--- config.mk ---
export PLATFORM = sky130hd
export DESIGN_NAME = bitmap_next_prev_set_bit
export DESIGN_NICKNAME = d
export VERILOG_FILES = /design/src/rtl/core/bmnp_pkg.sv /design/src/rtl/core/bitmap_next_prev_set_bit.sv
export SDC_FILE = /design/constraint.sdc
export NUM_CORES = 2
export LEC_CHECK = 0
export ABC_AREA = 0
export BUFFER_PORTS_ARGS = -buffer_cell sky130_fd_sc_hd__buf_4
export CORE_ASPECT_RATIO = 2
export CORE_MARGIN = 2
export CORE_UTILIZATION = 35
export CTS_BUF_LIST = sky130_fd_sc_hd__clkbuf_16
export DETAILED_ROUTE_END_ITERATION = 10
export PLACE_DENSITY = 0.56
export SYNTH_ARGS = -nofsm -noshare
export SYNTH_HDL_FRONTEND = slang
export SYNTH_SLANG_ARGS = --single-unit
--- constraint.sdc ---
create_clock -name i_clk -period 7.7 [get_ports i_clk]
set_input_delay 0 -clock i_clk [delete_from_list [all_inputs] [get_ports i_clk]]
set_output_delay 0 -clock i_clk [all_outputs]
set_load 0.03 [all_outputs]
--- src/rtl/core/bmnp_pkg.sv ---
`timescale 1ns / 1ps

package bmnp_pkg;

    localparam int WORD_COUNT = 64;
    localparam int WORD_BITS  = 64;
    localparam int IDX_W      = 12;
    localparam int WADDR_W    = $clog2(WORD_COUNT);
    localparam int BOFS_W     = $clog2(WORD_BITS);
    localparam int LEFT_W     = WADDR_W + 1;

    // operation codes
    localparam logic [2:0] K_READ    = 3'd0;
    localparam logic [2:0] K_SET     = 3'd1;
    localparam logic [2:0] K_CLEAR   = 3'd2;
    localparam logic [2:0] K_NEXT    = 3'd3;
    localparam logic [2:0] K_PREV    = 3'd4;
    localparam logic [2:0] K_CLR_ALL = 3'd5;

    // result status codes
    localparam logic [1:0] ST_OK    = 2'd0;
    localparam logic [1:0] ST_NONE  = 2'd1;
    localparam logic [1:0] ST_RANGE = 2'd2;

    typedef struct packed {
        logic [2:0]       kind;
        logic [IDX_W-1:0] bit_index;
    } t_in_item;

    typedef struct packed {
        logic             bit_value;
        logic [IDX_W-1:0] position;
        logic [1:0]       status;
    } t_out_item;

    // lowest set bit, binary search over halves (6 steps)
    function automatic logic [BOFS_W-1:0] low_one(input logic [WORD_BITS-1:0] w);
        logic [WORD_BITS-1:0] v;
        logic [WORD_BITS-1:0] lmask;
        logic [BOFS_W-1:0]    r;
        v = w;
        r = '0;
        for (int k = BOFS_W - 1; k >= 0; k--) begin
            lmask = {WORD_BITS{1'b1}} >> (WORD_BITS - (1 << k));
            if ((v & lmask) == '0) begin
                r[k] = 1'b1;
                v    = v >> (1 << k);
            end else begin
                v = v & lmask;
            end
        end
        return r;
    endfunction

    // highest set bit, binary search over halves (6 steps)
    function automatic logic [BOFS_W-1:0] high_one(input logic [WORD_BITS-1:0] w);
        logic [WORD_BITS-1:0] v;
        logic [WORD_BITS-1:0] lmask;
        logic [BOFS_W-1:0]    r;
        v = w;
        r = '0;
        for (int k = BOFS_W - 1; k >= 0; k--) begin
            lmask = {WORD_BITS{1'b1}} >> (WORD_BITS - (1 << k));
            if ((v >> (1 << k)) != '0) begin
                r[k] = 1'b1;
                v    = v >> (1 << k);
            end else begin
                v = v & lmask;
            end
        end
        return r;
    endfunction

endpackage

--- src/rtl/core/bitmap_next_prev_set_bit.sv ---
`timescale 1ns / 1ps
// Channel | Direction | Handshake          | Payload
// input   | in        | i_valid / o_ready  | i_item   (kind, bit_index)
// result  | out       | o_valid / i_ready  | o_result (bit_value, position, status)
// config  | in        | APB psel/penable   | pwdata[11:0] -> bits_in_use at paddr 0
//
// Path through the sequencer states, from acceptance to S_DONE:
// read, set, clear, and a search that hits in the index's own word pass S_EVAL;
// clear-all, unused kinds and out-of-range items go straight to S_DONE. A search
// that scans adds S_SCAN, which reads words until a hit, at most 63 words (no
// hit): the single memory read port delivers one word per cycle.
// Reset (synchronous, active low) clears the per-word valid bits at once, so the
// store reads as zero with no clearing pass; clear-all does the same.
// o_ready is high only when no item is in work; a result waiting on i_ready
// holds the finished item in the output register and does not block acceptance.
module bitmap_next_prev_set_bit (
    input  logic                  i_clk,
    input  logic                  i_rst_n,
    input  logic                  i_valid,
    output logic                  o_ready,
    input  bmnp_pkg::t_in_item    i_item,
    output logic                  o_valid,
    input  logic                  i_ready,
    output bmnp_pkg::t_out_item   o_result,
    input  logic                  psel,
    input  logic                  penable,
    input  logic                  pwrite,
    input  logic [2:0]            paddr,
    input  logic [31:0]           pwdata,
    output logic [31:0]           prdata,
    output logic                  pready
);
    import bmnp_pkg::*;

    localparam logic [1:0] S_IDLE = 2'd0;
    localparam logic [1:0] S_EVAL = 2'd1;
    localparam logic [1:0] S_SCAN = 2'd2;
    localparam logic [1:0] S_DONE = 2'd3;

    // ---------------- configuration ----------------
    logic [IDX_W-1:0] r_bits_in_use;

    assign pready = 1'b1;
    assign prdata = (paddr[2] == 1'b0) ? {{(32-IDX_W){1'b0}}, r_bits_in_use} : 32'd0;

    always_ff @(posedge i_clk) begin
        if (!i_rst_n) begin
            r_bits_in_use <= '0;
        end else if (psel && penable && pwrite && pready && (paddr[2] == 1'b0)) begin
            r_bits_in_use <= pwdata[IDX_W-1:0];
        end
    end

    // ---------------- word store ----------------
    logic [WORD_BITS-1:0]  mem [WORD_COUNT];
    logic [WORD_COUNT-1:0] r_wvalid;     // word written since last clear
    logic [WORD_BITS-1:0]  r_rdata;
    logic                  r_rvld;
    logic                  mem_re;
    logic [WADDR_W-1:0]    mem_raddr;
    logic                  mem_we;
    logic [WADDR_W-1:0]    mem_waddr;
    logic [WORD_BITS-1:0]  mem_wdata;
    logic                  clr_all;

    always_ff @(posedge i_clk) begin
        if (mem_we) begin
            mem[mem_waddr] <= mem_wdata;
        end
        if (mem_re) begin
            r_rdata <= mem[mem_raddr];
        end
    end

    always_ff @(posedge i_clk) begin
        if (!i_rst_n) begin
            r_wvalid <= '0;
            r_rvld   <= 1'b0;
        end else begin
            if (clr_all) begin
                r_wvalid <= '0;
            end else if (mem_we) begin
                r_wvalid[mem_waddr] <= 1'b1;
            end
            if (mem_re) begin
                r_rvld <= r_wvalid[mem_raddr];
            end
        end
    end

    // ---------------- sequencer ----------------
    logic [1:0]          r_state, n_state;
    logic [2:0]          r_kind, n_kind;
    logic [IDX_W-1:0]    r_idx, n_idx;
    logic [WADDR_W-1:0]  r_ptr, n_ptr;      // next word to read in scan
    logic [WADDR_W-1:0]  r_pptr, n_pptr;    // word whose data is in r_rdata
    logic [LEFT_W-1:0]   r_left, n_left;    // words still to read
    logic                r_pend, n_pend;
    t_out_item           r_res, n_res;
    logic                r_oval, n_oval;
    t_out_item           r_out, n_out;

    logic                accept;
    logic [WORD_BITS-1:0] eff;
    logic [WADDR_W-1:0]  word;
    logic [BOFS_W-1:0]   sh;
    logic [WADDR_W-1:0]  last;
    logic [WORD_BITS-1:0] mnext, mprev, bitm;
    logic                scan_up;
    logic                out_free;
    logic [IDX_W-1:0]    in_idx;

    assign accept   = i_valid && o_ready;
    assign o_ready  = (r_state == S_IDLE);
    assign o_valid  = r_oval;
    assign o_result = r_out;
    assign out_free = !r_oval || i_ready;
    assign in_idx   = i_item.bit_index;

    assign eff     = r_rvld ? r_rdata : '0;
    assign word    = r_idx[IDX_W-1:BOFS_W];
    assign sh      = r_idx[BOFS_W-1:0];
    assign last    = r_bits_in_use[IDX_W-1:BOFS_W];
    assign bitm    = {{(WORD_BITS-1){1'b0}}, 1'b1} << sh;
    assign mnext   = eff & ({WORD_BITS{1'b1}} << sh);
    assign mprev   = eff & ({WORD_BITS{1'b1}} >> (BOFS_W'(WORD_BITS - 1) - sh));
    assign scan_up = (r_kind == K_NEXT);

    always_comb begin
        n_state   = r_state;
        n_kind    = r_kind;
        n_idx     = r_idx;
        n_ptr     = r_ptr;
        n_pptr    = r_pptr;
        n_left    = r_left;
        n_pend    = r_pend;
        n_res     = r_res;
        n_oval    = r_oval;
        n_out     = r_out;
        mem_re    = 1'b0;
        mem_raddr = in_idx[IDX_W-1:BOFS_W];
        mem_we    = 1'b0;
        mem_waddr = word;
        mem_wdata = eff;
        clr_all   = 1'b0;

        if (r_oval && i_ready) begin
            n_oval = 1'b0;
        end

        unique case (r_state)
            S_IDLE: begin
                if (accept) begin
                    n_kind = i_item.kind;
                    n_idx  = in_idx;
                    n_res  = '{bit_value: 1'b0, position: '0, status: ST_OK};
                    mem_re = 1'b1;
                    if (i_item.kind == K_CLR_ALL) begin
                        clr_all = 1'b1;
                        n_state = S_DONE;
                    end else if (i_item.kind > K_PREV) begin
                        n_state = S_DONE;
                    end else if ((in_idx >= r_bits_in_use) ||
                                 ({1'b0, in_idx[IDX_W-1:BOFS_W]} >= LEFT_W'(WORD_COUNT))) begin
                        n_res.status = ST_RANGE;
                        n_state      = S_DONE;
                    end else begin
                        n_state = S_EVAL;
                    end
                end
            end
            S_EVAL: begin
                n_state = S_DONE;
                n_pend  = 1'b0;
                priority if (r_kind == K_READ) begin
                    n_res.bit_value = eff[sh];
                end else if (r_kind == K_SET) begin
                    mem_we    = 1'b1;
                    mem_wdata = eff | bitm;
                end else if (r_kind == K_CLEAR) begin
                    mem_we    = 1'b1;
                    mem_wdata = eff & ~bitm;
                end else if (r_kind == K_NEXT) begin
                    if (mnext != '0) begin
                        n_res.position = {word, low_one(mnext)};
                    end else begin
                        n_ptr   = word + WADDR_W'(1);
                        n_left  = (last > word) ? LEFT_W'(last - word) : '0;
                        n_state = S_SCAN;
                    end
                end else begin
                    if (mprev != '0) begin
                        n_res.position = {word, high_one(mprev)};
                    end else begin
                        n_ptr   = word - WADDR_W'(1);
                        n_left  = {1'b0, word};
                        n_state = S_SCAN;
                    end
                end
            end
            S_SCAN: begin
                mem_raddr = r_ptr;
                if (r_pend && (eff != '0)) begin
                    n_res.position = scan_up ? {r_pptr, low_one(eff)}
                                             : {r_pptr, high_one(eff)};
                    n_state        = S_DONE;
                end else if (r_left != '0) begin
                    mem_re = 1'b1;
                    n_pend = 1'b1;
                    n_pptr = r_ptr;
                    n_left = r_left - LEFT_W'(1);
                    n_ptr  = scan_up ? r_ptr + WADDR_W'(1) : r_ptr - WADDR_W'(1);
                end else if (r_pend) begin
                    n_pend = 1'b0;
                end else begin
                    n_res.position = r_bits_in_use;
                    n_res.status   = ST_NONE;
                    n_state        = S_DONE;
                end
            end
            S_DONE: begin
                if (out_free) begin
                    n_oval  = 1'b1;
                    n_out   = r_res;
                    n_state = S_IDLE;
                end
            end
            default: n_state = S_IDLE;
        endcase
    end

    always_ff @(posedge i_clk) begin
        if (!i_rst_n) begin
            r_state <= S_IDLE;
            r_oval  <= 1'b0;
            r_pend  <= 1'b0;
            r_left  <= '0;
        end else begin
            r_state <= n_state;
            r_oval  <= n_oval;
            r_pend  <= n_pend;
            r_left  <= n_left;
        end
    end

    always_ff @(posedge i_clk) begin
        r_kind <= n_kind;
        r_idx  <= n_idx;
        r_ptr  <= n_ptr;
        r_pptr <= n_pptr;
        r_res  <= n_res;
        r_out  <= n_out;
    end

    // ---------------- assertions ----------------
    a_one_at_a_time: assert property (@(posedge i_clk) disable iff (!i_rst_n)
        accept |=> !o_ready)
        else $error("item accepted while another is in work");

    a_clear_all: assert property (@(posedge i_clk) disable iff (!i_rst_n)
        (accept && i_item.kind == K_CLR_ALL) |=> (r_wvalid == '0))
        else $error("clear-all left written words");

    a_scan_bound: assert property (@(posedge i_clk) disable iff (!i_rst_n)
        (r_state == S_SCAN && scan_up && r_left != '0) |-> (r_ptr <= last))
        else $error("upward scan past last word in use");

    a_range_result: assert property (@(posedge i_clk) disable iff (!i_rst_n)
        (o_valid && o_result.status == ST_RANGE) |->
            (o_result.position == '0 && !o_result.bit_value))
        else $error("out-of-range result carries data");

    a_no_write_in_scan: assert property (@(posedge i_clk) disable iff (!i_rst_n)
        (r_state == S_SCAN) |-> !mem_we)
        else $error("store written during a search");

endmodule

# Word level (Yosys, flattened, before mapping)
# Memory sizes are Yosys's and may differ from the RTL's. A register that Yosys moved wholly into a read port is not among the register bits.
# Index checks and enable logic that the tools add are counted.
dict set report word_totals {
  mem_bits_rw 4096
  memories 1
  out_inout_bits 50
  ff_bits 145
  input_bits 57
  latch_bits 0
  romBits 0
}
dict set report classes {
  multipliers 0
  mux 209
  n_reduce_logical 53
  n_eq_ne 23
  shifts 3
  add_sub_neg 7
  bitwise 9
  n_lt_le_gt_ge 7
  n_div 0
}
# memory words width read_ports rd_clocked_by_memory_dff wr line_no
set memory_table {}
lappend memory_table {mem 64 64 1 1 1 bitmap_next_prev_set_bit.sv:55} ;# logic [WORD_BITS-1:0] mem [WORD_COUNT];
# op n
set op_table {}
lappend op_table {{$mux W64} 45}
lappend op_table {{$reduce_bool A64 Y1} 15}
lappend op_table {{$logic_not A64 Y1} 12}
lappend op_table {{$mux W31} 10}
lappend op_table {{$and A64 B64 Y64} 3}
lappend op_table {{$mux W15} 11}
lappend op_table {{$mux W7} 19}
lappend op_table {{$or A64 B64 Y64} 2}
lappend op_table {{$mux W62} 2}
lappend op_table {{$mux W60} 2}
lappend op_table {{$mux W56} 2}
lappend op_table {{$mux W12} 8}
lappend op_table {{$mux W48} 2}
lappend op_table {{$mux W6} 11}
lappend op_table {{$mux W32} 2}
lappend op_table {{$not A64 Y64} 1}
lappend op_table {{$shl A1 B6 Y64 const A} 1}
lappend op_table {{$shl A64 B6 Y64 const A} 1}
lappend op_table {{$shr A64 B6 Y64 const A} 1}
lappend op_table {{$mux W1} 56}
lappend op_table {{$pmux W12 S3} 1}
lappend op_table {{$mux W2} 16}
lappend op_table {{$mux W3} 10}
lappend op_table {{$mux W14} 2}
lappend op_table {{other kinds (41)} 76}

# Logic depth before layout (Yosys ltp)
dict set report depth {
  ltp_word 51
  depth_mapped 19
  ltp_nobuf 14
}

# Worst setup path after synthesis
# OpenSTA, ideal clock, no wires.
dict set report synth_path {
  path_kind {flip-flop to flip-flop}
  startpoint {reg r_idx[5]}
  endpoint {mem mem[0][46], data pin}
  t_arrival_ps 5025
  required_ps 6998
  slack_ps 1973
  stages_incl_launch_ff 11
  path_cell_list {edfxtp_1 clkbuf_1 clkbuf_1 buf_2 clkbuf_1 clkbuf_1 buf_1 nor2b_1 nand2_1 clkbuf_1 o21ai_0}
}
dict set report synth_via {
  elab_chain_cells 7
  word_cells_on_any_way 8
  cone_classes {1 x shift; 4 x mux; 3 x bitwise}
}
# element line_no
set synth_lines {}
lappend synth_lines {{start: declaration} bitmap_next_prev_set_bit.sv:94} ;# logic [IDX_W-1:0] r_idx, n_idx;
lappend synth_lines {{start signal: assignment} bitmap_next_prev_set_bit.sv:248} ;# r_idx <= n_idx;
lappend synth_lines {{$shl A1 B6 Y64 *} bitmap_next_prev_set_bit.sv:124} ;# assign bitm = {{(WORD_BITS-1){1'b0}}, 1'b1} << sh;
lappend synth_lines {{$not A64 Y64} bitmap_next_prev_set_bit.sv:182} ;# mem_wdata = eff & ~bitm;
lappend synth_lines {{$and A64 B64 Y64} bitmap_next_prev_set_bit.sv:182}
lappend synth_lines {{$mux W64} bitmap_next_prev_set_bit.sv:180} ;# end else if (r_kind == K_CLEAR) begin
lappend synth_lines {{$mux W64 *} bitmap_next_prev_set_bit.sv:177} ;# end else if (r_kind == K_SET) begin
lappend synth_lines {{$mux W64 *} bitmap_next_prev_set_bit.sv:175} ;# priority if (r_kind == K_READ) begin
lappend synth_lines {{$mux W64 *} bitmap_next_prev_set_bit.sv:151} ;# unique case (r_state)
lappend synth_lines {{named net mem_wdata[46]} bitmap_next_prev_set_bit.sv:63} ;# logic [WORD_BITS-1:0] mem_wdata;
lappend synth_lines {{end: declaration} bitmap_next_prev_set_bit.sv:55}
# Mark *: on every way through the listed nets, which the timed path passes. The rest lies on a longest branch.

==> results.cfg <==
[placement]
gp_congestion = 0.972
dpl_worst_slack_ns = 1.58
dp_hpwl_um = 308000
placed_area_mm2 = 0.184
numPortBuffers = 63

[critical_path]
crit_type = flop to flop
startpoint_type = flop
reg2reg_depth = 12
worstPathArrival_ns = 7.20
worstSetupEndpointType = flop
rr_endpoint = r_res[2]
startpoint = r_rdata[38]
crit_slowest_cell = a211oi_1
critPathTopFamily = compound AO/OA/AOI/OAI gates
required_ns = 8.37
slowest_delay_ns = 0.78
r2r_slack_ns = 1.17
cpMostUsedCell = a311oi_1
crit_buf_inv = 0
reg2reg_from = r_rdata[38]
cp_max_fo = 7
cp_cell_sequence = nor3_1 -> nand4_1 -> a211oi_1 -> o21ai_1 -> a221oi_1 -> o2111ai_1 -> a211oi_1 -> a311oi_1 -> a21boi_0 -> o21ai_0 -> a311oi_1 -> a311oi_1

[timing]
rsz0062_at_grt = false
fin_skew_ns = 0.0521
period_share_pct = 84.8
finalSetupTns_ns = 0
drv_slew = 0
fmax_mhz = 153
fin_crit_ns = 6.53
hold_viol_final = 0
tightest_slew_ns = 1.32
slew_headroom_pct = 11.8
fin_ws_ns = 1.17
setup_violations = 0

[yosys]
synth.top_cell.area_share_pct = 73.7
post-synth-top-count-cell = edfxtp_1
synth_area_leaders = edfxtp_1 (74%), mux4_2 (14%), nand2_1 (1.6%)
synth_common_cells = edfxtp_1 (4217), mux4_2 (1056), nand2_1 (742)
synthArstFlopShare_pct = 0
avgSynthCellArea_um2 = 19.2
ys_ff_latch = 4305
synth.distinct_cells = 95
yosysSeqAreaShare_pct = 74.7
yosys_warnings = 0
synth_top_area_cell = edfxtp_1
netlist_area_mm2 = 0.172
ys.flop_type = edfxtp_1
synthCells = 8945
synth_edf_count = 4217

[global_route]
grt_max_degree = 104
grt_pass1_wl_um = 759000
grt_usage_pct = 21.6
grt-ovfl-total = 0
antenna_found_initial = 17
grt_pass1_vias = 92800

[floorplan]
start_util_pct = 35.1
num_rows = 364
die-area_mm2 = 0.497
coreArea_mm2 = 0.490
die_h_um = 995
die_w_um = 500
io_pins = 107

[power_and_ir_drop]
power.leakage_nw = 61.9
powerDensity_mw_per_mm2 = 338
p_clk_share_pct = 29.4
finalPower_w = 0.0668
net-switching-power_w = 0.0216
switching_share_pct = 32.4
intPower_w = 0.0452
ir_drop_mv = 0.230
pwr-share-seq_pct = 42.2
comb_power_share_pct = 28.4

[clocking]
cts_tree = done
hold_buffers = 86
cts_buffers = 403
root_buffer = clkbuf_16
cts.sinks = 4305
clkTransAtPathRegs_ns = 0.07
clock_latency_ns = 0.96
htreeDepth = 5
cts_buffer_depth = 4
post-cts-setup-buffers = 0
post_cts_resized = 0

[layout]
layout.nets = 9411
drive_gt1_share_pct = 23.5
fin_area_mm2 = 0.197
diodes = 0
area_growth_syn_to_layout_pct = 14.8

[worst_hold_path]
min_to = r_rvld
holdPathStages = 5
hp-class = input pin to flop
min_from = i_valid

[detailed_routing]
detail_route.first_pass.iterations = 6
drc = 0
via_per_inst = 5.86
ant_nets = 0
wl_per_cell_um = 34.2
via_count = 94100
routed_wl_um = 549000
drt_iter0_drc = 11100

[run_status]
status = complete, no violations

[flow_run]
maxCapViolCount = 0
-- power groups by stage --
stage	clock network, W	logic (W)	registers, W
CTS	0.0200	0.0190	0.0281
global placement	0	0.0190	0.0286
floorplan	0	0.0117	0.0285
finish	0.0196	0.0190	0.0282
detailed placement	0	0.0190	0.0286
global route	0.0208	0.0201	0.0282
-- per-layer routing --
layer	global-route usage, %	routed length, um	vias to the layer above
li1	-	-	37700
met3	3.23	38700	882
met4	7.68	22400	6
met5	0	34	-
met1	29.7	225000	51600
met2	35.0	263000	3928
-- sequential cells by signal, indices dropped and copies added, names as in the netlist --
signal         count
r_pptr             6
r_state            2
r_pend             1
r_kind             3
r_rdata           64
mem             4096
o_result          15
r_res             15
r_idx             12
o_valid            1
r_ptr              6
r_wvalid          64
r_rvld             1
r_bits_in_use     12
r_left             7
-- cells by family (layout without fill, tap and decap cells) --
group | count (synthesis) | after routing | synth area share [%]
other cells | 2 | 21 | 0.00437
flops | 4305 | 4305 | 74.7
buf+inv | 648 | 1333 | 1.51
mux | 1068 | 1068 | 13.9
fa+ha+maj | 30 | 30 | 0.227
xor+xnor | 9 | 9 | 0.0458
simple gates | 1509 | 1509 | 4.03
compound gates | 1374 | 1374 | 5.60
-- stage by stage --
stage,util [%],std cells,hold WS [ns]
3_5_place_dp,37.5,15200,0.203
4_1_cts,40.3,16100,0.0374
6_report,40.3,16100,0.0992
3_3_place_gp,37.5,15200,0.207
2_1_floorplan,-,8964,0.0989
5_1_grt,40.3,16100,0.137
-- layout make-up --
type                            count  area (um^2)
Clock buffer                      407        10200
Timing Repair Buffer              552         5450
Sequential cell                  4305       128000
Tap cell                         6405         8010
Clock inverter                    323         2620
Inverter                           51          191
Fill cell                       43600       293000
Multi-Input combinational cell   4011        42400
-- worst reg2reg max path, cell delays in order, from the launching register on --
cell	delay, ns
edfxtp_1	0.66
nor3_1	0.63
nand4_1	0.30
a211oi_1	0.69
o21ai_1	0.47
a221oi_1	0.45
o2111ai_1	0.22
a211oi_1	0.78
a311oi_1	0.25
a21boi_0	0.66
o21ai_0	0.42
a311oi_1	0.65
a311oi_1	0.11
-- layout by cell type (no fill, tap or decap), drive strengths merged, types with 19 or more instances in the layout --
master	instances
edfxtp	4217
mux4	1056
nand2	742
buf	466
clkbuf	407
a211oi	344
and2	279
nor2	253
a21oi	247
clkinv	188
a31oi	149
a311oi	137
inv	134
o21ai	115
dfxtp	88
dlygate4sd3	86
o21a	74
o22ai	54
nand3	53
nor3	39
bufinv	37
o211ai	36
ha	28
a21o	27
nor2b	23
conb	21
nand4	21
a21boi	21
nor4	19
-- worst max path at each step --
stage | endpoint | cells past startpoint | slack (ns)
after CTS | r_res[2] | 12 | 1.60
after global routing | r_res[2] | 12 | 1.29
after global placement | r_res[2] | 12 | 1.60
after floorplan | mem[0][46] | 10 | 1.97
final | r_res[2] | 12 | 1.17
after detailed placement | r_res[2] | 12 | 1.58
No activity file was read; power rests on OpenSTA's default activity.
